`config.mk`:
```
export PLATFORM = sky130hd
export DESIGN_NAME = pebp_fifo
export DESIGN_NICKNAME = d
export VERILOG_FILES = /design/src/rtl/core/pebp_pkg.sv /design/src/rtl/core/pebp_fifo.sv
export SDC_FILE = /design/constraint.sdc
export NUM_CORES = 1
export LEC_CHECK = 0
export BUFFER_PORTS_ARGS = -buffer_cell sky130_fd_sc_hd__buf_2
export CORE_MARGIN = 2
export CORE_UTILIZATION = 41
export CTS_BUF_LIST = sky130_fd_sc_hd__clkbuf_16
export DETAILED_ROUTE_END_ITERATION = 12
export GPL_TIMING_DRIVEN = 0
export HOLD_SLACK_MARGIN = 0.02
export PLACE_DENSITY_LB_ADDON = 0.25
export REMOVE_ABC_BUFFERS = 1
export SYNTH_ARGS = -nofsm -noshare
export SYNTH_HDL_FRONTEND = slang
export SYNTH_SLANG_ARGS = --single-unit
```
`constraint.sdc`:
```
create_clock -name clk_i -period 3.6 [get_ports clk_i]
set_clock_uncertainty 0.05 [all_clocks]
set_input_delay 0.72 -clock clk_i [delete_from_list [all_inputs] [get_ports clk_i]]
set_output_delay 0.72 -clock clk_i [all_outputs]
set_load 0.05 [all_outputs]
```
`src/rtl/core/pebp_pkg.sv`:
```
// Shared types and constants of the Pauli error backward propagator.
package pebp_pkg;

  // Field widths of the input and result words
  localparam int CMD_W       = 3;
  localparam int QUBIT_W     = 5;
  localparam int NOISE_IDX_W = 10;
  localparam int FLIPS_W     = 64;

  // Counter and configuration widths
  localparam int MEAS_CNT_W  = 7;
  localparam int NOISE_CNT_W = 11;
  localparam int MEAS_IDX_W  = 6;
  localparam int CFG_IDX_W   = 1;
  localparam int CFG_DATA_W  = 11;

  // Stream word widths, padded to whole bytes
  localparam int IN_TDATA_W  = 16;
  localparam int OUT_TDATA_W = 208;

  // Queue between front and back
  localparam int QDEPTH = 4;
  localparam int QPTR_W = 2;

  // Gate commands
  typedef enum logic [CMD_W-1:0] {
    CMD_START    = 3'd0,
    CMD_DEPOL    = 3'd1,
    CMD_MEASURE  = 3'd2,
    CMD_RESET    = 3'd3,
    CMD_CNOT     = 3'd4,
    CMD_HADAMARD = 3'd5
  } cmd_e;

  // Configuration register indexes
  typedef enum logic [CFG_IDX_W-1:0] {
    REG_MEAS_COUNT  = 1'b0,
    REG_NOISE_COUNT = 1'b1
  } cfg_reg_e;

  // Classified operation handed from front to back
  typedef struct packed {
    cmd_e                   kind;
    logic [QUBIT_W-1:0]     qubit_a;
    logic [QUBIT_W-1:0]     qubit_b;
    logic [MEAS_IDX_W-1:0]  meas_idx;
    logic [NOISE_IDX_W-1:0] noise_idx;
  } op_t;

endpackage

```
`src/rtl/core/pebp_fifo.sv`:
```
// Short operation queue between the front and the back.
module pebp_fifo (
  input  logic          clk_i,
  input  logic          rst_ni,
  input  logic          push_i,
  input  pebp_pkg::op_t push_op_i,
  output logic          full_o,
  output logic          valid_o,
  output pebp_pkg::op_t head_o,
  input  logic          pop_i
);
  import pebp_pkg::*;

  op_t               slot_q [QDEPTH];
  logic [QPTR_W-1:0] wr_ptr_q, rd_ptr_q;
  logic [QPTR_W:0]   count_q;

  assign full_o  = count_q == (QPTR_W + 1)'(QDEPTH);
  assign valid_o = count_q != '0;
  assign head_o  = slot_q[rd_ptr_q];

  always_ff @(posedge clk_i) begin
    if (push_i) begin
      slot_q[wr_ptr_q] <= push_op_i;
    end
  end

  always_ff @(posedge clk_i or negedge rst_ni) begin
    if (!rst_ni) begin
      wr_ptr_q <= '0;
      rd_ptr_q <= '0;
      count_q  <= '0;
    end else begin
      if (push_i) begin
        wr_ptr_q <= wr_ptr_q + QPTR_W'(1);
      end
      if (pop_i) begin
        rd_ptr_q <= rd_ptr_q + QPTR_W'(1);
      end
      case ({push_i, pop_i})
        2'b10:   count_q <= count_q + (QPTR_W + 1)'(1);
        2'b01:   count_q <= count_q - (QPTR_W + 1)'(1);
        default: count_q <= count_q;
      endcase
    end
  end

endmodule

```
==> results of run 1 <==
-- per-stage QoR --
stage                     worst slack [ns]  util, %
final                                0.697     52.6
after global routing                 0.621     52.6
after CTS                            0.637     52.6
after detailed placement              1.07     46.6
after global placement              0.0802     46.1
after floorplan                      0.578        -
-- cells by family (layout without fill, tap and decap cells) --
group	count (synthesis)	after routing	share of synthesized area, %
flops	123	123	80.0
mux	30	30	14.6
simple gates	9	9	1.09
buf+inv	9	100	1.29
fa+ha+maj	6	6	1.80
xor+xnor	6	6	1.15
compound gates	1	1	0.109
-- layout make-up --
cell class	instances	area, sq um
clock buffer	17	425
clock inverter	15	229
fill	838	5160
inverter	3	11.3
multi-input combinational	52	863
sequential	123	3660
tap	140	175
timing repair buffer	65	363
-- metal layers --
layer	GRT usage, %	up-vias	routed length (um)
li1	-	930	-
met1	17.3	1049	3160
met2	21.8	54	3740
met3	6.05	12	418
met4	5.42	0	114
met5	0	-	0
-- placed cells by master, fill, tap and decap left out --
cell	n
dfrtp_2	1
edfxtp_1	116
buf_2	63
buf_16	1
clkinv_1	3
clkinv_4	1
o21ai_0	1
buf_12	1
mux2_2	1
fa_1	1
or3_1	1
clkinvlp_4	2
bufinv_16	6
xnor2_1	3
nand2_1	2
dfrtp_1	6
mux4_1	1
xor2_1	3
ha_1	5
nor2_1	1
clkbuf_16	17
and2_2	4
clkinv_2	2
mux4_2	28
nor3b_1	1
inv_1	4
-- worst min-delay path by stage --
stage / depth (start not counted) / endpoint
after floorplan: 0 / count_q[0]
after global placement: 1 / count_q[2]
after detailed placement: 1 / count_q[2]
after CTS: 1 / count_q[0]
after global routing: 1 / count_q[2]
final: 1 / count_q[0]
-- worst max-delay path: stages, from the launching register on --
cell and delay (ns):
dfrtp_1 0.94, buf_16 0.23, mux4_1 0.32, buf_2 0.24
-- state kept, by name (all words and copies together), names as in the netlist --
name      flops
wr_ptr_q      2
rd_ptr_q      2
count_q       3
slot_q      116
-- report_power, final --
group / internal, W / total [W] / switching [W]
Sequential: 0.00189 / 0.00204 / 0.000150
Combinational: 0.000608 / 0.00188 / 0.00127
Clock: 0.00128 / 0.00186 / 0.000574
Total: 0.00378 / 0.00577 / 0.00199
==> impl_metrics.py, run 1 <==
metrics = {
    "status": {
        "status": "completed",
    },
    "power_and_ir_drop": {
        "leakage_nw": 2.03,
        "finalPower_w": 0.00577,
        "power.density_mw_per_mm2": 1010,
        "max-vdd-ir-drop_v": 0.000518,
    },
    "cells_and_area": {
        "area_growth_pct": 25.2,
        "fin_cells": 415,
        "final_area_sq_mm": 0.00573,
        "n_antenna_cell": 0,
        "fin_nets": 301,
        "drive_above_1_share_pct": 46.2,
    },
    "routing": {
        "firstDrtPassIters": 4,
        "antenna_left": 0,
        "num_vias": 2045,
        "drt-initial-drc-count": 75,
        "wl_um": 7430,
        "via_per_inst": 4.93,
        "wire_per_inst_um": 17.9,
        "drc": 0,
    },
    "global_route": {
        "grt_pass1_wl_um": 11600,
        "grt_max_degree": 30,
        "first_global_vias": 2134,
        "grt_usage_pct": 14.0,
        "grt-ovfl-total": 0,
        "antenna_found_initial": 0,
    },
    "cts": {
        "cts-root-buf": "clkbuf_16",
        "clk_path_buf_depth": 2,
        "cts_buffers": 17,
        "clkTransAtPathRegs_ns": 0.05,
        "h-tree-depth": 4,
        "cts.sinks": 123,
        "clock_latency_ns": 0.40,
        "cts_hold_buf": 0,
        "cts_tree": "yes",
        "cts_resized": 0,
        "cts_setup_buffers": 0,
    },
    "logic_synthesis": {
        "synthCells": 184,
        "ys_ff_latch": 123,
        "synth_seq_area_share_pct": 80.0,
        "syn_area_sq_mm": 0.00458,
        "synth_cell_types": 19,
        "synth_most_common_cell": "edfxtp_1",
        "avgSynthCellArea_sq_um": 24.9,
        "synth-edff-count": 116,
        "ys_async_sr_fraction_pct": 5.69,
        "yosys_warnings": 0,
        "yosys_most_used_dff": "edfxtp_1",
        "synth_top_area_share_pct": 76.1,
        "synth_commonest_cells": "edfxtp_1 (116), mux4_2 (28), dfrtp_1 (7)",
        "synth_top_area_cell": "edfxtp_1",
        "ys_top_cells_by_area": "edfxtp_1 (76%), mux4_2 (14%), dfrtp_1 (3.8%)",
    },
    "sta": {
        "worst_hold_slack_ns": 0.0887,
        "final-max-slew-violation-count": 0,
        "max_freq_mhz": 345,
        "rsz0062_at_grt": "no",
        "setup_tns_ns": 0,
        "fin_crit_sh_pct": 80.6,
        "relSlewSlack_pct": 39.2,
        "setup_violations": 0,
        "worstMarginPinSlew_ns": 0.913,
        "fin_crit_ns": 2.90,
        "hold_viol_final": 0,
    },
    "floorplanning": {
        "rows": 38,
        "start_util_pct": 42.0,
        "core-area_sq_mm": 0.0109,
        "die_area_sq_mm": 0.0120,
        "die_width_um": 110,
        "die_y_um": 110,
        "io_pins": 64,
    },
    "worst_setup_path": {
        "worstPathArrival_ns": 2.13,
        "cp_max_fo": 17,
        "startpoint": "rd_ptr_q[1]",
        "crit_end": "head_o[28]",
        "start_kind": "flop",
        "crit_path_end_kind": "output pin",
        "reg2reg_slack_ns": 1.83,
        "r2r_start": "wr_ptr_q[0]",
        "worstPathRequired_ns": 2.83,
        "path_class": "flop to output pin",
        "reg2reg_depth": 3,
        "r2r_end": "slot_q[2][14]",
    },
    "place": {
        "placed_cells": 383,
        "dp_hpwl_um": 4290,
        "dpl_cell_area_sq_mm": 0.00507,
        "io_buffers": 63,
        "gp_congestion": 0.689,
    },
    "job": {
        "drv_cap": 0,
    },
    "min_path": {
        "hold_class": "primary input to asynchronous set/reset pin",
    },
}
Note: power is estimated with default switching activity, not from simulation.
==> inputs of run 2 (changes only) <==
==> constraint.sdc (replaced) <==
create_clock -name clk_i -period 2.75 [get_ports clk_i]
set_clock_uncertainty 0.05 [all_clocks]
set_input_delay 0.55 -clock clk_i [delete_from_list [all_inputs] [get_ports clk_i]]
set_output_delay 0.55 -clock clk_i [all_outputs]
set_load 0.05 [all_outputs]
==> run 2 against run 1 <==
Against the previous run: clock-buffer cell count stayed put; setup slack worse by 0.60 ns; flip-flop and latch count stayed put; critical path depth stayed put; non-clock buffer count is 1 higher; clock power is 31% higher; register-to-register slack worse by 0.85 ns; critical path type unchanged.
==> impl_metrics.py, run 2 (same netlist as run 1, synthesis figures left out) <==
metrics = {
    "floorplanning": {
        "die_area_sq_mm": 0.0120,
        "die_y_um": 110,
        "rows": 38,
        "io_pins": 64,
        "die_width_um": 110,
        "start_util_pct": 42.0,
        "core-area_sq_mm": 0.0109,
    },
    "worst_setup_path": {
        "worstPathArrival_ns": 2.05,
        "r2r_start": "wr_ptr_q[0]",
        "worstPathRequired_ns": 2.15,
        "start_kind": "flop",
        "cp_slowest_cell": "mux4_1",
        "r2r_end": "slot_q[2][14]",
        "cp_max_fo": 23,
        "crit_end": "head_o[28]",
        "reg2reg_slack_ns": 0.98,
        "crit_cells": 3,
        "reg2reg_depth": 3,
        "path_cells": "buf_12 -> mux4_1 -> buf_2",
        "path_buf_inv": 2,
        "crit_path_end_kind": "output pin",
        "startpoint": "rd_ptr_q[0]",
        "path_class": "flop to output pin",
        "critPathMaxStageDelay_ns": 0.61,
        "crit_family": "multiplexers",
    },
    "routing": {
        "drc": 0,
        "antenna_left": 0,
        "wl_um": 7450,
        "drt-initial-drc-count": 65,
        "wire_per_inst_um": 17.9,
        "firstDrtPassIters": 4,
        "via_per_inst": 4.92,
        "num_vias": 2046,
    },
    "global_route": {
        "antenna_found_initial": 0,
        "grt_usage_pct": 14.0,
        "grt_max_degree": 30,
        "grt_pass1_wl_um": 11600,
        "grt-ovfl-total": 0,
        "first_global_vias": 2133,
    },
    "place": {
        "dp_hpwl_um": 4290,
        "gp_congestion": 0.689,
        "dpl_cell_area_sq_mm": 0.00507,
        "io_buffers": 63,
    },
    "cells_and_area": {
        "layout_commonest_cell": "edfxtp_1",
        "largestRegisters": "slot_q (116), count_q (3)",
        "n_antenna_cell": 0,
        "largest_reg_flops": 116,
        "most-common-layout-cells": "edfxtp_1 (116), buf_2 (63), mux4_2 (28)",
        "drive_above_1_share_pct": 46.4,
        "fin_nets": 302,
        "area_growth_pct": 25.5,
        "utilization_pct": 52.7,
        "top_register": "slot_q",
        "final_area_sq_mm": 0.00574,
    },
    "sta": {
        "rsz0062_at_grt": "no",
        "relSlewSlack_pct": 43.9,
        "setup_violations": 0,
        "fin_crit_sh_pct": 96.3,
        "hold_viol_final": 0,
        "setup_tns_ns": 0,
        "final-max-slew-violation-count": 0,
        "max_freq_mhz": 378,
        "fin_crit_ns": 2.65,
        "worstMarginPinSlew_ns": 0.842,
    },
    "power_and_ir_drop": {
        "power.density_mw_per_mm2": 1320,
        "max-vdd-ir-drop_v": 0.000679,
        "leakage_nw": 2.04,
    },
    "job": {
        "drv_cap": 0,
    },
    "cts": {
        "cts_buffers": 17,
        "clkTransAtPathRegs_ns": 0.05,
        "h-tree-depth": 4,
        "cts.sinks": 123,
        "cts-root-buf": "clkbuf_16",
        "cts_setup_buffers": 0,
        "cts_tree": "yes",
        "clock_latency_ns": 0.40,
        "clk_path_buf_depth": 2,
    },
    "status": {
        "status": "completed",
    },
    "min_path": {
        "hp-start": "push_op_i[8]",
        "hold_depth": 1,
        "hold_class": "primary input to flop",
    },
}
-- run 2: cell types whose count changed in the layout (fill, tap and decap cells not counted), sizes merged --
cell         previous run  this run
dlygate4sd3             0         1
-- run 2: repair_timing --
| item | in CTS | in global routing |
|---|---|---|
| resized for setup | 1 | 1 |
| hold endpoints to repair | 7 | 0 |
| hold buffers | 1 | 0 |
| setup endpoints to repair | 11 | 1 |
-- run 2: area by class of cell --
type / count / area, sq um
Timing Repair Buffer: 66 / 373
Multi-Input combinational cell: 52 / 863
Clock inverter: 15 / 229
Fill cell: 835 / 5150
Tap cell: 140 / 175
Inverter: 3 / 11.3
Sequential cell: 123 / 3660
Clock buffer: 17 / 425
-- run 2: metal layers --
metal	up-vias	wire (um)	global-route usage, %	part of all wire, %
met3	13	376	6.05	5.0
li1	932	-	-	-
met5	-	0	0	0
met1	1051	3180	17.3	43
met2	50	3760	21.8	51
met4	0	125	5.42	1.7
-- run 2: power breakdown --
group | total [W] | leakage [nW] | internal [W] | switching, W
clock network | 0.00244 | 0.317 | 0.00168 | 0.000755
logic | 0.00245 | 0.573 | 0.000793 | 0.00166
registers | 0.00267 | 1.15 | 0.00247 | 0.000196
-- run 2: worst min-delay path by stage --
stage,endpoint
2_1_floorplan,count_q[0]
3_3_place_gp,count_q[0]
3_5_place_dp,count_q[0]
4_1_cts,slot_q[3][18]
5_1_grt,slot_q[3][24]
6_report,slot_q[2][8]
-- run 2: worst reg2reg max path: cells and delay by family (launching register included) --
kind | cells | cell delay, ns
fa+ha+maj | 1 | 0.14
simple gates | 1 | 0.69
buf+inv | 1 | 0.10
flops | 1 | 0.42
-- run 2: metrics by stage --
step	cells	power [W]	hold slack, ns	setup WS, ns
final	416	0.00756	0.309	0.102
after global routing	416	0.00790	0.290	0.00727
after CTS	416	0.00765	0.294	0.0268
after detailed placement	383	0.00522	0.345	0.395
after global placement	381	0.00513	0.340	-0.600
after floorplan	178	0.00456	0.204	-0.102
==> inputs of run 3 (changes only) <==
==> constraint.sdc (replaced) <==
create_clock -name clk_i -period 2.75 [get_ports clk_i]
set_clock_uncertainty 0.05 [all_clocks]
set_input_delay 0.275 -clock clk_i [delete_from_list [all_inputs] [get_ports clk_i]]
set_output_delay 0.275 -clock clk_i [all_outputs]
set_load 0.05 [all_outputs]
==> run 3 against run 2 <==
Against the previous run: non-clock buffer count is 4 higher; cell area is 0.63% higher; global-route usage hardly changed; die area stayed put; critical path depth stayed put; cell count is 0.96% higher; sequential power hardly changed; largest power group unchanged.
==> impl_metrics.py, run 3 (same netlist as run 1, synthesis figures left out) <==
metrics = {
    "global_route": {
        "first_global_vias": 2141,
        "antenna_found_initial": 0,
        "grt_usage_pct": 14.0,
        "grt_pass1_wl_um": 11600,
        "grt-ovfl-total": 0,
        "grt_max_degree": 30,
    },
    "worst_setup_path": {
        "startpoint": "rd_ptr_q[1]",
        "worstPathArrival_ns": 2.12,
        "worstPathRequired_ns": 2.42,
        "crit_path_end_kind": "output pin",
        "r2r_start": "wr_ptr_q[0]",
        "cp_max_fo": 17,
        "start_kind": "flop",
        "path_class": "flop to output pin",
    },
    "routing": {
        "antenna_left": 0,
        "num_vias": 2071,
        "drt-initial-drc-count": 53,
        "drc": 0,
        "wire_per_inst_um": 17.7,
        "wl_um": 7430,
        "via_per_inst": 4.93,
        "firstDrtPassIters": 4,
    },
    "status": {
        "status": "completed",
    },
    "floorplanning": {
        "die_width_um": 110,
        "die_area_sq_mm": 0.0120,
        "core-area_sq_mm": 0.0109,
        "start_util_pct": 42.0,
        "io_pins": 64,
        "die_y_um": 110,
        "rows": 38,
    },
    "sta": {
        "worst_hold_slack_ns": 0.0364,
        "final-max-slew-violation-count": 0,
        "rsz0062_at_grt": "no",
        "relSlewSlack_pct": 39.9,
        "hold_viol_final": 0,
        "setup_violations": 0,
        "max_freq_mhz": 410,
        "setup_tns_ns": 0,
        "fin_crit_sh_pct": 88.8,
        "fin_crit_ns": 2.44,
        "worstMarginPinSlew_ns": 0.902,
    },
    "cts": {
        "cts-root-buf": "clkbuf_16",
        "cts_hold_buf": 3,
        "cts_tree": "yes",
        "cts_buffers": 17,
        "h-tree-depth": 4,
        "clk_path_buf_depth": 2,
        "cts_setup_buffers": 0,
        "clkTransAtPathRegs_ns": 0.05,
        "cts_resized": 0,
        "cts.sinks": 123,
        "clock_latency_ns": 0.40,
    },
    "min_path": {
        "hp-start": "push_op_i[8]",
        "hold_class": "primary input to flop",
    },
    "power_and_ir_drop": {
        "finalPower_w": 0.00756,
        "max-vdd-ir-drop_v": 0.000678,
        "leakage_nw": 2.05,
        "power.density_mw_per_mm2": 1310,
    },
    "cells_and_area": {
        "seqCellArea_sq_mm": 0.00366,
        "largestRegisters": "slot_q (116), count_q (3)",
        "most-common-layout-cells": "edfxtp_1 (116), buf_2 (63), mux4_2 (28)",
        "largest_reg_flops": 116,
        "fin_nets": 306,
        "area_growth_pct": 26.3,
        "multi_input_area_sq_um": 863,
        "drive_above_1_share_pct": 45.4,
        "n_antenna_cell": 0,
        "num-fill-cells": 837,
        "top_register": "slot_q",
        "layout_commonest_cell": "edfxtp_1",
    },
    "place": {
        "dp_hpwl_um": 4290,
        "gp_congestion": 0.689,
        "io_buffers": 63,
    },
    "job": {
        "drv_cap": 0,
    },
}
run 3: changes by cell type in the layout (fill, tap and decap cells not counted), sizes merged:
cell and delta:
dlygate4sd3 +4
run 3: layout make-up:
cell class,instances,share of cell area [%]
Multi-Input combinational cell,52,14.9
Clock buffer,17,7.36
Inverter,3,0.195
Sequential cell,123,63.4
Tap cell,140,3.03
Clock inverter,15,3.96
Timing Repair Buffer,70,7.15
run 3: stage by stage:
step | instances | util, % | instance area [sq um] | worst slack [ns]
4_1_cts | 418 | 52.9 | 5760 | 0.232
6_report | 420 | 53.1 | 5780 | 0.309
3_3_place_gp | 381 | 46.1 | 5020 | -0.325
2_1_floorplan | 178 | - | 4530 | 0.173
5_1_grt | 420 | 53.1 | 5780 | 0.216
3_5_place_dp | 383 | 46.6 | 5070 | 0.670
run 3: where the power goes:
| part | internal [W] | switching [W] | total (W) | leakage [nW] |
|---|---|---|---|---|
| logic | 0.000800 | 0.00166 | 0.00246 | 0.590 |
| clock network | 0.00168 | 0.000748 | 0.00243 | 0.317 |
| registers | 0.00247 | 0.000196 | 0.00266 | 1.15 |
| total | 0.00495 | 0.00261 | 0.00756 | 2.05 |
run 3: final timing paths:
check / cells past startpoint / slack, ns / end
max: 3 / 0.31 / head_o[28]
min: 1 / 0.04 / slot_q[2][8]
max reg2reg: 3 / 0.98 / slot_q[2][4]
min reg2reg: 1 / 0.43 / count_q[2]
max in group asynchronous: 2 / 2.29 / rd_ptr_q[0]
min in group asynchronous: 2 / 0.19 / count_q[0]
run 3: routing by layer:
layer	share of wire, %	global-route usage [%]
met1	43	17.5
met2	50	21.8
met3	5.0	5.87
met4	1.7	5.42
met5	0	0
run 3: critical path, cell delays in order (launching register included):
cell	delay, ns
dfrtp_1	0.93
buf_16	0.23
mux4_1	0.31
buf_2	0.23
