--- src/rtl/core/pebp_pkg.sv ---
// Shared types and constants of the Pauli error backward propagator.
package pebp_pkg;

  // Field widths of the input and result words
  localparam int CMD_W       = 3;
  localparam int QUBIT_W     = 5;
  localparam int NOISE_IDX_W = 10;
  localparam int FLIPS_W     = 64;

  // Counter and configuration widths
  localparam int MEAS_CNT_W  = 7;
  localparam int NOISE_CNT_W = 11;
  localparam int MEAS_IDX_W  = 6;
  localparam int CFG_IDX_W   = 1;
  localparam int CFG_DATA_W  = 11;

  // Stream word widths, padded to whole bytes
  localparam int IN_TDATA_W  = 16;
  localparam int OUT_TDATA_W = 208;

  // Queue between front and back
  localparam int QDEPTH = 4;
  localparam int QPTR_W = 2;

  // Gate commands
  typedef enum logic [CMD_W-1:0] {
    CMD_START    = 3'd0,
    CMD_DEPOL    = 3'd1,
    CMD_MEASURE  = 3'd2,
    CMD_RESET    = 3'd3,
    CMD_CNOT     = 3'd4,
    CMD_HADAMARD = 3'd5
  } cmd_e;

  // Configuration register indexes
  typedef enum logic [CFG_IDX_W-1:0] {
    REG_MEAS_COUNT  = 1'b0,
    REG_NOISE_COUNT = 1'b1
  } cfg_reg_e;

  // Classified operation handed from front to back
  typedef struct packed {
    cmd_e                   kind;
    logic [QUBIT_W-1:0]     qubit_a;
    logic [QUBIT_W-1:0]     qubit_b;
    logic [MEAS_IDX_W-1:0]  meas_idx;
    logic [NOISE_IDX_W-1:0] noise_idx;
  } op_t;

endpackage

--- src/rtl/core/pebp_front.sv ---
// Front end: accepts gate words, drops no-op gates, runs the counters and config registers.
module pebp_front #(
  parameter int NUM_QUBITS = 32,
  parameter int MAX_MEAS   = 64,
  parameter int MAX_NOISE  = 1024
) (
  input  logic                                clk_i,
  input  logic                                rst_ni,
  input  logic                                cfg_we_i,
  input  logic [pebp_pkg::CFG_IDX_W-1:0]      cfg_index_i,
  input  logic [pebp_pkg::CFG_DATA_W-1:0]     cfg_wdata_i,
  input  logic                                in_valid_i,
  output logic                                in_ready_o,
  input  logic [pebp_pkg::CMD_W-1:0]          cmd_i,
  input  logic [pebp_pkg::QUBIT_W-1:0]        qubit_a_i,
  input  logic [pebp_pkg::QUBIT_W-1:0]        qubit_b_i,
  input  logic                                q_full_i,
  output logic                                push_o,
  output pebp_pkg::op_t                       op_o
);
  import pebp_pkg::*;

  localparam int NQ = (NUM_QUBITS < (2 ** QUBIT_W)) ? NUM_QUBITS : (2 ** QUBIT_W);
  localparam logic [QUBIT_W:0] NQ_LIM = (QUBIT_W + 1)'(NQ);
  localparam int NOISE_RST = (MAX_NOISE < 1024) ? MAX_NOISE : 1024;

  logic [MEAS_CNT_W-1:0]  meas_count_q, meas_count_d;
  logic [NOISE_CNT_W-1:0] noise_count_q, noise_count_d;
  logic [MEAS_CNT_W-1:0]  meas_cnt_q, meas_cnt_d, meas_dec;
  logic [NOISE_CNT_W-1:0] noise_cnt_q, noise_cnt_d, noise_dec;
  logic [MEAS_CNT_W-1:0]  meas_wr;
  logic [NOISE_CNT_W-1:0] noise_wr;
  logic qa_ok, qb_ok, keep, accept;

  assign in_ready_o = !q_full_i;
  assign accept     = in_valid_i && in_ready_o;
  assign qa_ok      = {1'b0, qubit_a_i} < NQ_LIM;
  assign qb_ok      = ({1'b0, qubit_b_i} < NQ_LIM) && (qubit_b_i != qubit_a_i);
  assign meas_dec   = meas_cnt_q - MEAS_CNT_W'(1);
  assign noise_dec  = noise_cnt_q - NOISE_CNT_W'(1);

  // Saturate written counts to the sizing limits
  assign meas_wr  = (int'(cfg_wdata_i[MEAS_CNT_W-1:0]) > MAX_MEAS) ?
                    MEAS_CNT_W'(MAX_MEAS) : cfg_wdata_i[MEAS_CNT_W-1:0];
  assign noise_wr = (int'(cfg_wdata_i[NOISE_CNT_W-1:0]) > MAX_NOISE) ?
                    NOISE_CNT_W'(MAX_NOISE) : cfg_wdata_i[NOISE_CNT_W-1:0];

  always_comb begin
    meas_count_d  = meas_count_q;
    noise_count_d = noise_count_q;
    if (cfg_we_i) begin
      case (cfg_index_i)
        REG_MEAS_COUNT:  meas_count_d  = meas_wr;
        REG_NOISE_COUNT: noise_count_d = noise_wr;
        default: ;
      endcase
    end
  end

  always_comb begin
    keep              = 1'b0;
    meas_cnt_d        = meas_cnt_q;
    noise_cnt_d       = noise_cnt_q;
    op_o.kind         = CMD_START;
    op_o.qubit_a      = qubit_a_i;
    op_o.qubit_b      = qubit_b_i;
    op_o.meas_idx     = meas_dec[MEAS_IDX_W-1:0];
    op_o.noise_idx    = noise_dec[NOISE_IDX_W-1:0];
    if (accept) begin
      case (cmd_i)
        CMD_START: begin
          keep        = 1'b1;
          meas_cnt_d  = meas_count_q;
          noise_cnt_d = noise_count_q;
        end
        CMD_DEPOL: begin
          if (qa_ok && (noise_cnt_q != '0)) begin
            keep        = 1'b1;
            op_o.kind   = CMD_DEPOL;
            noise_cnt_d = noise_dec;
          end
        end
        CMD_MEASURE: begin
          if (qa_ok && (meas_cnt_q != '0)) begin
            keep       = 1'b1;
            op_o.kind  = CMD_MEASURE;
            meas_cnt_d = meas_dec;
          end
        end
        CMD_RESET: begin
          keep      = qa_ok;
          op_o.kind = CMD_RESET;
        end
        CMD_CNOT: begin
          keep      = qa_ok && qb_ok;
          op_o.kind = CMD_CNOT;
        end
        CMD_HADAMARD: begin
          keep      = qa_ok;
          op_o.kind = CMD_HADAMARD;
        end
        default: ;
      endcase
    end
  end

  assign push_o = keep;

  always_ff @(posedge clk_i or negedge rst_ni) begin
    if (!rst_ni) begin
      meas_count_q  <= MEAS_CNT_W'(MAX_MEAS);
      noise_count_q <= NOISE_CNT_W'(NOISE_RST);
      meas_cnt_q    <= MEAS_CNT_W'(MAX_MEAS);
      noise_cnt_q   <= NOISE_CNT_W'(NOISE_RST);
    end else begin
      meas_count_q  <= meas_count_d;
      noise_count_q <= noise_count_d;
      meas_cnt_q    <= meas_cnt_d;
      noise_cnt_q   <= noise_cnt_d;
    end
  end

endmodule

--- config.mk ---
export PLATFORM = sky130hd
export DESIGN_NAME = pebp_front
export DESIGN_NICKNAME = d
export VERILOG_FILES = /design/src/rtl/core/pebp_pkg.sv /design/src/rtl/core/pebp_front.sv
export SDC_FILE = /design/constraint.sdc
export NUM_CORES = 1
export LEC_CHECK = 0
export BUFFER_PORTS_ARGS = -buffer_cell sky130_fd_sc_hd__buf_4
export CAP_MARGIN = 40
export CELL_PAD_IN_SITES_DETAIL_PLACEMENT = 2
export CELL_PAD_IN_SITES_GLOBAL_PLACEMENT = 2
export CORE_ASPECT_RATIO = 1.75
export CORE_MARGIN = 2
export CORE_UTILIZATION = 35
export CTS_BUF_LIST = sky130_fd_sc_hd__clkbuf_8
export CTS_CLUSTER_DIAMETER = 200
export DETAILED_ROUTE_END_ITERATION = 10
export GPL_TIMING_DRIVEN = 0
export PLACE_DENSITY_LB_ADDON = 0.1
export SLEW_MARGIN = 10
export SYNTH_ARGS = -nofsm -noshare
export SYNTH_HDL_FRONTEND = slang
export SYNTH_SLANG_ARGS = --single-unit
--- constraint.sdc ---
create_clock -name clk_i -period 4.5 [get_ports clk_i]
set_clock_uncertainty 0.1 [all_clocks]
set_input_delay 0.225 -clock clk_i [delete_from_list [all_inputs] [get_ports clk_i]]
set_output_delay 0.225 -clock clk_i [all_outputs]
set_load 0.01 [all_outputs]
==> results of run 1 <==
==> final cells by class <==
class / instances / area, sq um / share of cell area
Sequential cell: 36 / 905.9 / 0.3034
Clock buffer: 6 / 82.58 / 0.02766
Timing Repair Buffer: 60 / 452.9 / 0.1517
Clock inverter: 2 / 11.26 / 0.003772
Buffer: 22 / 152.6 / 0.05113
Multi-Input combinational cell: 193 / 1247 / 0.4179
Inverter: 8 / 30.03 / 0.01006
Tap cell: 82 / 102.6 / 0.03437
==> worst paths after layout <==
check                           slack [ns]              from           endpoint  cells after the start
worst min register to register        0.39  noise_count_q[4]   noise_count_q[4]                      2
worst min-delay path                  0.07    cfg_wdata_i[3]   noise_count_q[3]                      2
max in group asynchronous             3.60            rst_ni  noise_count_q[10]                      2
worst max register to register        2.36    noise_cnt_q[6]     noise_cnt_q[6]                      5
worst max-delay path                  2.17    noise_cnt_q[3]            op_o[7]                      6
min in group asynchronous             0.33            rst_ni      meas_cnt_q[4]                      2
==> report_power, final <==
group,total [mW],switching (mW),internal (mW)
sequential,0.453,0.0654,0.387
clock,0.244,0.122,0.122
combinational,0.491,0.258,0.233
==> kinds of logic after synthesis <==
| kind of cell | share of synthesized area |
|---|---|
| xor+xnor | 0.04874 |
| compound gates | 0.1837 |
| mux | 0.03964 |
| flops | 0.3878 |
| fa+ha+maj | 0.03214 |
| simple gates | 0.2298 |
| buf+inv | 0.07820 |
==> Yosys cell counts (2+ instances only) <==
library cell,count,share of area
a211oi_1,3,0.0096
a21oi_1,11,0.024
a22o_1,4,0.015
a2bb2oi_1,2,0.0075
a311o_1,2,0.0086
a31oi_1,5,0.013
buf_2,5,0.011
buf_4,11,0.035
buf_6,3,0.014
clkbuf_1,2,0.0032
dfrtp_1,32,0.34
dfstp_2,4,0.045
ha_1,6,0.032
inv_1,8,0.013
mux2_2,2,0.0096
mux2_4,2,0.013
mux2i_1,4,0.017
nand2_1,34,0.055
nand2b_1,14,0.037
nand3_1,5,0.011
nand4_1,2,0.0054
nor2_1,16,0.026
nor2b_1,2,0.0054
nor3_1,3,0.0064
nor3b_1,3,0.0096
nor4_1,5,0.013
o21ai_0,19,0.041
o21ai_1,6,0.013
o22ai_1,2,0.0054
o31ai_1,5,0.016
or3_1,3,0.0080
or3b_2,2,0.0075
xnor2_1,4,0.015
xor2_1,9,0.034
==> critical path: cells and delay by family (launching register included) <==
family / cells / cell delay (ns)
xor gates and xnor gates: 1 / 0.16
buffers and inverters: 2 / 0.28
and+or+nand+nor: 3 / 0.91
DFF: 1 / 0.38
==> registers in the layout, indices dropped and copies added, names as in the netlist <==
signal / count
noise_cnt_q: 11
meas_cnt_q: 7
meas_count_q: 7
noise_count_q: 11
==> what timing repair did <==
action / 4_1_cts / 5_1_grt
hold endpoints to repair: 32 / 0
hold buffers: 1 / 0
endpoints found under the setup margin: 0 / 0
gates resized for setup: 0 / 0
==> layer usage <==
| layer | wire length [um] | vias up | GRT usage |
|---|---|---|---|
| met5 | 0 | - | 0 |
| li1 | - | 1045 | - |
| met3 | 108 | 7 | 0.03106 |
| met1 | 2718 | 1092 | 0.2329 |
| met2 | 4411 | 25 | 0.4054 |
| met4 | 104 | 0 | 0.05417 |
==> metrics by stage <==
stage	hold WS [ns]	power, mW	area, sq um	util
after floorplan	-0.1706	0.7294	2336	-
after global placement	0.1263	0.9357	2882	0.4440
after detailed placement	0.1310	0.9543	2882	0.4440
after CTS	0.07088	1.204	2985	0.4600
after global routing	0.07789	1.273	2985	0.4600
final	0.07330	1.188	2985	0.4600
==> metrics, run 1 <==
Synth async-reset ratio 1.000; final slew viol count 0; cell area power density around 400 nW/um^2; Core ar. ~6500 sq um; clock root buffer clkbuf_8; most frequent cells in the layout 70 x buf_4, 34 x nand2_1, 32 x dfrtp_1; Yosys reg bits 36; CTS buffer count 5; Routed WL 7343 um; worst setup margin roughly 2.2 ns; critical path class reg -> out; critical-path maximum fanout 10; Final ANT Viol Nets 0; Tightest Pin Transition ~0.73 ns; Synthesis Warnings 0; vias in the first global route 2381; status complete, no violations; number of enable flip-flop cells after synthesis 0; total negative setup slack 0 ns; final setup fails 0; synthesized area around 2300 sq um; Area growth, synth to finish 27.80%; pin count of the biggest net entering global routing 37; Worst-path clk slew about 0.080 ns; Crit. End Element output pin; # nets final around 360; fmax between 0.4 and 0.5 GHz; Hold Fails Final Rpt 0; Die Span Y 112.1 um; CP max-delay cell nor4_4; layout cell share with drive strength beyond 1 0.3119; register area share after synthesis 0.3878; CP startpoint kind flop; # diodes 0; Die Wd about 66 um; final period utilization 0.5184; fin cells 409; grt ovf 0; fillers between 700 and 800; io pins just over 60; most common cell after layout, fill and taps aside buf_4; initial antenna violation count 0; 1st-pass router iterations 4; CTS sink cnt 36; Starting Density 0.3599; H-tree depth 2; clk buf depth 2; initial DRC count 70; Top FF cell, synth dfrtp_1; min cycle time layout approximately 2.3 ns; Mapped Avg Cell Area approximately 9 sq um; Mapped Cells approximately 260; Critical Path, Cell by Cell buf_6 > nor4_4 > nand2_1 > nor2_1 > xor2_1 > buf_4; first-pass GRT wire length 11960 um; total number of vias about 2200; Distinct cells, synth 53; via-per-instance ratio ~5.3; critical path arrival about 2 ns; worst hold path type in -> reg; Port-buffer cells 59; clock latency on the worst-skew pair 0.29 ns; Req. time, crit path 4.18 ns; syn_nets just under 300; HPWL after DPL roughly 5800 um; CP max stage delay 0.51 ns; Post-CTS Repair Setup Buffers 0; full die area approximately 7400 sq um; peak supply drop approximately 0.20 mV; MaxCap Viol Count 0; gpl congestion 0.7719; Slew headroom 0.5109; Placed Instances 400; Pleak 1.381 nW; GRT Resource Usage Total 0.2113; placement-stage worst setup slack between 2 and 2.5 ns; per-cell routed wire length roughly 18 um; site row count 39; RSZ-0062 raised after global routing no; drt drc 0; TritonCTS clock tree yes
Note: power is estimated with default switching activity, not from simulation.
==> run 2: changes to the inputs <==
CORE_UTILIZATION = 32   (was 35)
clock period = 2.4 ns   (was 4.5 ns; I/O delays follow)
==> metrics, run 2 (same netlist as run 1, synthesis figures left out) <==
status complete, no violations (unchanged); Reg area 905.9 sq um (unchanged); clock latency on the worst-skew pair 0.30 ns (was 0.29 ns); Pleak 1.423 nW (was 1.381 nW); fmax ~0.45 GHz; site row count 41 (was 39); critical-path maximum fanout 10 (unchanged); gpl congestion 0.7651 (was 0.7719); DR WL met2 4583 um (was 4411 um); clock root buffer clkbuf_8 (unchanged); Core ar. 7131 sq um (was 6490 sq um); layout cell share with drive strength beyond 1 0.3125 (was 0.3119); placement-stage cell area 2887 sq um (was 2882 sq um); most common cell after layout, fill and taps aside buf_4 (unchanged); io pins 61 (unchanged); initial antenna violation count 0 (unchanged); largest registers noise_cnt_q (11), noise_count_q (11) (unchanged); full die area 8026 sq um (was 7369 sq um); vias in the first global route 2330 (was 2381); Port-buffer cells 59 (unchanged); post-route cell area 3078 sq um (was 2985 sq um); Die Wd 68.59 um (was 65.76 um); TritonCTS clock tree yes (unchanged); CP startpoint kind flop (unchanged); Req. time, crit path 2.50 ns (was 4.18 ns); total negative setup slack 0 ns (unchanged); initial DRC count 41 (was 70); drt drc 0 (unchanged); Post-CTS Resized 0 (unchanged); # nets final 371 (was 362); area of the multi-input gates 1247 sq um (unchanged); highest routed layer met4 (unchanged); Tightest Pin Transition 0.8265 ns (was 0.7321 ns); Final ANT Viol Nets 0 (unchanged); Slew headroom 0.4439 (was 0.5109); met1 wire length 2876 um (was 2718 um); cell area power density 743.6 nW/um^2 (was 398.0 nW/um^2); grt ovf 0 (unchanged); 1st-pass router iterations 4 (unchanged); final period utilization 0.9288; Die Span Y 117.0 um (was 112.1 um); final slew viol count 0 (unchanged); Routed WL 7751 um (was 7343 um); first-pass GRT wire length 11930 um (was 11960 um); pin count of the biggest net entering global routing 37 (unchanged); WL met3 145 um (was 108 um); CTS buffer count 5 (unchanged); min cycle time layout 2.229 ns; final setup fails 0 (unchanged); Area growth, synth to finish 31.76% (was 27.80%); worst hold path type in -> reg (unchanged); most frequent cells in the layout 72 x buf_4, 34 x nand2_1, 32 x dfrtp_1 (was 70 x buf_4, 34 x nand2_1, 32 x dfrtp_1); per-cell routed wire length 18.37 um (was 17.95 um); total number of vias 2203 (was 2169); via-per-instance ratio 5.220 (was 5.303); HPWL after DPL 5920 um (was 5792 um); Crit. End Element flop (was output pin); critical path class reg -> reg (was reg -> out); critical path arrival 2.33 ns (was 2.01 ns); CTS sink cnt 36 (unchanged); MaxCap Viol Count 0 (unchanged); peak supply drop 0.4419 mV (was 0.2021 mV); Worst-path clk slew 0.09 ns (was 0.08 ns); H-tree depth 2 (unchanged); RSZ-0062 raised after global routing no (unchanged); Starting Density 0.3276 (was 0.3599); Hold Fails Final Rpt 0 (unchanged); fillers 811 (was 753); clk buf depth 2 (unchanged); GRT Resource Usage Total 0.2029 (was 0.2113); # diodes 0 (unchanged)
[run 2: power by group]
part	total [mW]	switching (mW)	leakage [nW]	internal [mW]
logic	0.946	0.488	0.917	0.457
clock network	0.494	0.258	0.0516	0.235
registers	0.849	0.124	0.455	0.726
[run 2: repair_timing]
item,in CTS,in global routing
hold endpoints to repair,42,0
buffers inserted,0,2
hold buffers,8,0
setup endpoints to repair,0,1
[run 2: layout make-up]
class	instances	share of cell area
flip-flops and latches	36	0.2943
repair buffers	69	0.1748
clock inverters	2	0.004472
clock buffers	6	0.02683
plain buffers	22	0.04959
multi-input cells	193	0.4053
well taps	86	0.03496
inverters	8	0.009756
[run 2: path summary, 6_finish.rpt]
path | startpoint | to | slack, ns | cells after the start
worst max register to register | meas_cnt_q[4] | meas_cnt_q[4] | 0.17 | 5
min in group asynchronous | rst_ni | meas_cnt_q[0] | 0.23 | 2
worst max-delay path | meas_cnt_q[4] | meas_cnt_q[4] | 0.17 | 5
worst min register to register | noise_count_q[9] | noise_count_q[9] | 0.40 | 2
max in group asynchronous | rst_ni | noise_count_q[10] | 1.59 | 2
worst min-delay path | cfg_wdata_i[4] | noise_count_q[4] | 0.005 | 3
[run 2: critical path, stage by stage (launching register included)]
cell and delay [ns]:
dfrtp_1 0.45, nor4_1 0.74, a311o_1 0.41, buf_2 0.26, nand2_1 0.08, o31ai_1 0.08
[run 2: per-stage QoR]
stage	total power, mW	setup WS [ns]	util	std cells	hold slack (ns)
after floorplan	1.368	0.5564	-	259	-0.2756
after global placement	1.762	0.3446	0.4048	404	0.03133
after detailed placement	1.793	0.1926	0.4048	404	0.02910
after CTS	2.300	0.1088	0.4295	420	0.003084
after global routing	2.442	0.02877	0.4317	422	0.01643
final	2.289	0.1709	0.4317	422	0.005225
[run 2: per-layer routing]
metal | vias to the layer above | global-route usage
li1 | 1063 | -
met1 | 1104 | 0.2089
met2 | 27 | 0.3987
met3 | 9 | 0.02868
met4 | 0 | 0.06400
met5 | - | 0
==> run 3: changes to the inputs <==
CORE_ASPECT_RATIO = 1.5   (was 1.75)
==> metrics, run 3 (same netlist as run 1, synthesis figures left out) <==
Req. time, crit path 2.18 ns (was 2.50 ns); io pins 61 (unchanged); per-cell routed wire length 17.11 um (was 18.37 um); Pwr Total 2.342 mW (was 2.289 mW); Clock power frac 0.236 (was 0.216); Starting Density 0.3254 (was 0.3276); most frequent cells in the layout 72 x buf_4, 34 x nand2_1, 32 x dfrtp_1 (unchanged); min cycle time layout 2.182 ns (was 2.229 ns); Core ar. 7179 sq um (was 7131 sq um); final setup fails 0 (unchanged); clock latency on the worst-skew pair 0.29 ns (was 0.30 ns); critical-path maximum fanout 7 (was 10); cell area power density 757.8 nW/um^2 (was 743.6 nW/um^2); HPWL after DPL 5625 um (was 5920 um); worst hold path type in -> reg (unchanged); Worst-path clk slew 0.08 ns (was 0.09 ns); critical path class reg -> out (was reg -> reg); final period utilization 0.9090 (was 0.9288); final slew viol count 0 (unchanged); Tightest Pin Transition 0.7088 ns (was 0.8265 ns); grt ovf 0 (unchanged); Worst Hold Margin 0.009475 ns (was 0.005225 ns); total number of vias 2205 (was 2203); Worst Reg-to-Reg Cells 5 (unchanged); Port-buffer cells 59 (unchanged); fillers 821 (was 811); Slew headroom 0.5264 (was 0.4439); Finished Core Util 0.4305 (was 0.4317); first-pass GRT wire length 12050 um (was 11930 um); clock root buffer clkbuf_8 (unchanged); # nets final 369 (was 371); status complete, no violations (unchanged); Pleak 1.418 nW (was 1.423 nW); peak supply drop 0.4901 mV (was 0.4419 mV); vias in the first global route 2416 (was 2330); CTS sink cnt 36 (unchanged); Routed WL 7424 um (was 7751 um); GRT Resource Usage Total 0.1954 (was 0.2029); site row count 38 (was 41); worst min-delay path startpoint cfg_wdata_i[8] (was cfg_wdata_i[4]); CTS buffer count 5 (unchanged); Seq pwr share 0.362 (was 0.371); initial DRC count 79 (was 41); via-per-instance ratio 5.081 (was 5.220); Die Wd 73.76 um (was 68.59 um); Worst Hold Path Cells 3 (unchanged); Reg2Reg Launch Point noise_cnt_q[6] (was meas_cnt_q[4]); Placed Instances 418 (was 404); most common cell after layout, fill and taps aside buf_4 (unchanged); H-tree depth 2 (unchanged); MaxCap Viol Count 0 (unchanged); Crit. End Element output pin (was flop); fmax 0.4584 GHz (was 0.4486 GHz); pin count of the biggest net entering global routing 37 (unchanged); Final ANT Viol Nets 0 (unchanged); gpl congestion 0.7757 (was 0.7651); drt drc 0 (unchanged); grt met3 use 0.02865 (was 0.02868); switch share 0.3645 (was 0.3804); TritonCTS clock tree yes (unchanged); layout cell share with drive strength beyond 1 0.3144 (was 0.3125); CP startpoint kind flop (unchanged); Hold Fails Final Rpt 0 (unchanged); Die Span Y 108.6 um (was 117.0 um); P_sw 0.8537 mW (was 0.8705 mW); clk buf depth 2 (unchanged); internal power 1.488 mW (was 1.418 mW); initial antenna violation count 0 (unchanged); Comb power frac 0.402 (was 0.413); full die area 8013 sq um (was 8026 sq um); # diodes 0 (unchanged); met2 GRT Util 0.3673 (was 0.3987); Post-CTS Resized 0 (unchanged); grt peak-use layer met2 (unchanged); fin cells 434 (was 422); total negative setup slack 0 ns (unchanged); 1st-pass router iterations 4 (unchanged); Area growth, synth to finish 32.30% (was 31.76%); RSZ-0062 raised after global routing no (unchanged); crit path from noise_cnt_q[0] (was meas_cnt_q[4]); largest registers noise_cnt_q (11), noise_count_q (11) (unchanged); critical path arrival 1.96 ns (was 2.33 ns); met1 Use GR 0.2236 (was 0.2089)
[run 3: cell types whose count changed in the layout (fill, tap and decap cells not counted)]
cell	previous run	this run
dlygate4sd3_1	8	6
inv_6	1	0
clkinvlp_4	0	1
clkbuf_8	6	5
bufinv_16	0	1
[run 3: cell type report]
cell class | count | area (sq um) | share of cell area
repair buffers | 67 | 518.0 | 0.1676
flip-flops and latches | 36 | 905.9 | 0.2931
multi-input cells | 193 | 1247 | 0.4036
clock inverters | 3 | 42.54 | 0.01377
clock buffers | 5 | 68.82 | 0.02227
inverters | 8 | 30.03 | 0.009717
plain buffers | 22 | 152.6 | 0.04939
well taps | 100 | 125.1 | 0.04049
[run 3: power by group through the flow]
stage               Combinational, mW  Clock (mW)  Sequential [mW]
floorplan                       0.550           0            0.817
global placement                0.903           0            0.856
detailed placement              0.930           0            0.861
CTS                             0.944       0.572            0.851
global route                     1.04       0.583            0.863
finish                          0.941       0.554            0.848
[run 3: final timing paths]
check	end	slack, ns
min	noise_count_q[8]	0.009
min in group asynchronous	noise_cnt_q[9]	0.22
min reg2reg	noise_count_q[5]	0.39
max	op_o[4]	0.22
max reg2reg	noise_cnt_q[3]	0.27
max in group asynchronous	meas_count_q[6]	1.61
[run 3: worst max-delay path, stage by stage, from the launching register on]
cell     delay (ns)
dfrtp_1        0.41
inv_1          0.19
ha_1           0.39
nor3b_1        0.26
xor2_1         0.25
buf_4          0.16
[run 3: metrics by stage]
stage / worst slack (ns) / instance area (sq um)
2_1_floorplan: 0.5564 / 2336
3_3_place_gp: 0.3056 / 2904
3_5_place_dp: 0.2313 / 2904
4_1_cts: 0.06659 / 3075
5_1_grt: 0.09209 / 3090
6_report: 0.2185 / 3090
[run 3: repair_timing]
| item | CTS | global route |
|---|---|---|
| setup buffers | 0 | 2 |
| endpoints found under the hold margin | 37 | 0 |
| setup endpoints to repair | 0 | 1 |
| hold buffers | 6 | 0 |
[run 3: routing by layer]
layer / share of wire / wire [um] / vias up
met5: 0 / 0 / -
li1: - / - / 1059
met3: 0.017 / 128 / 11
met4: 0.016 / 121 / 0
met2: 0.58 / 4277 / 28
met1: 0.39 / 2897 / 1107
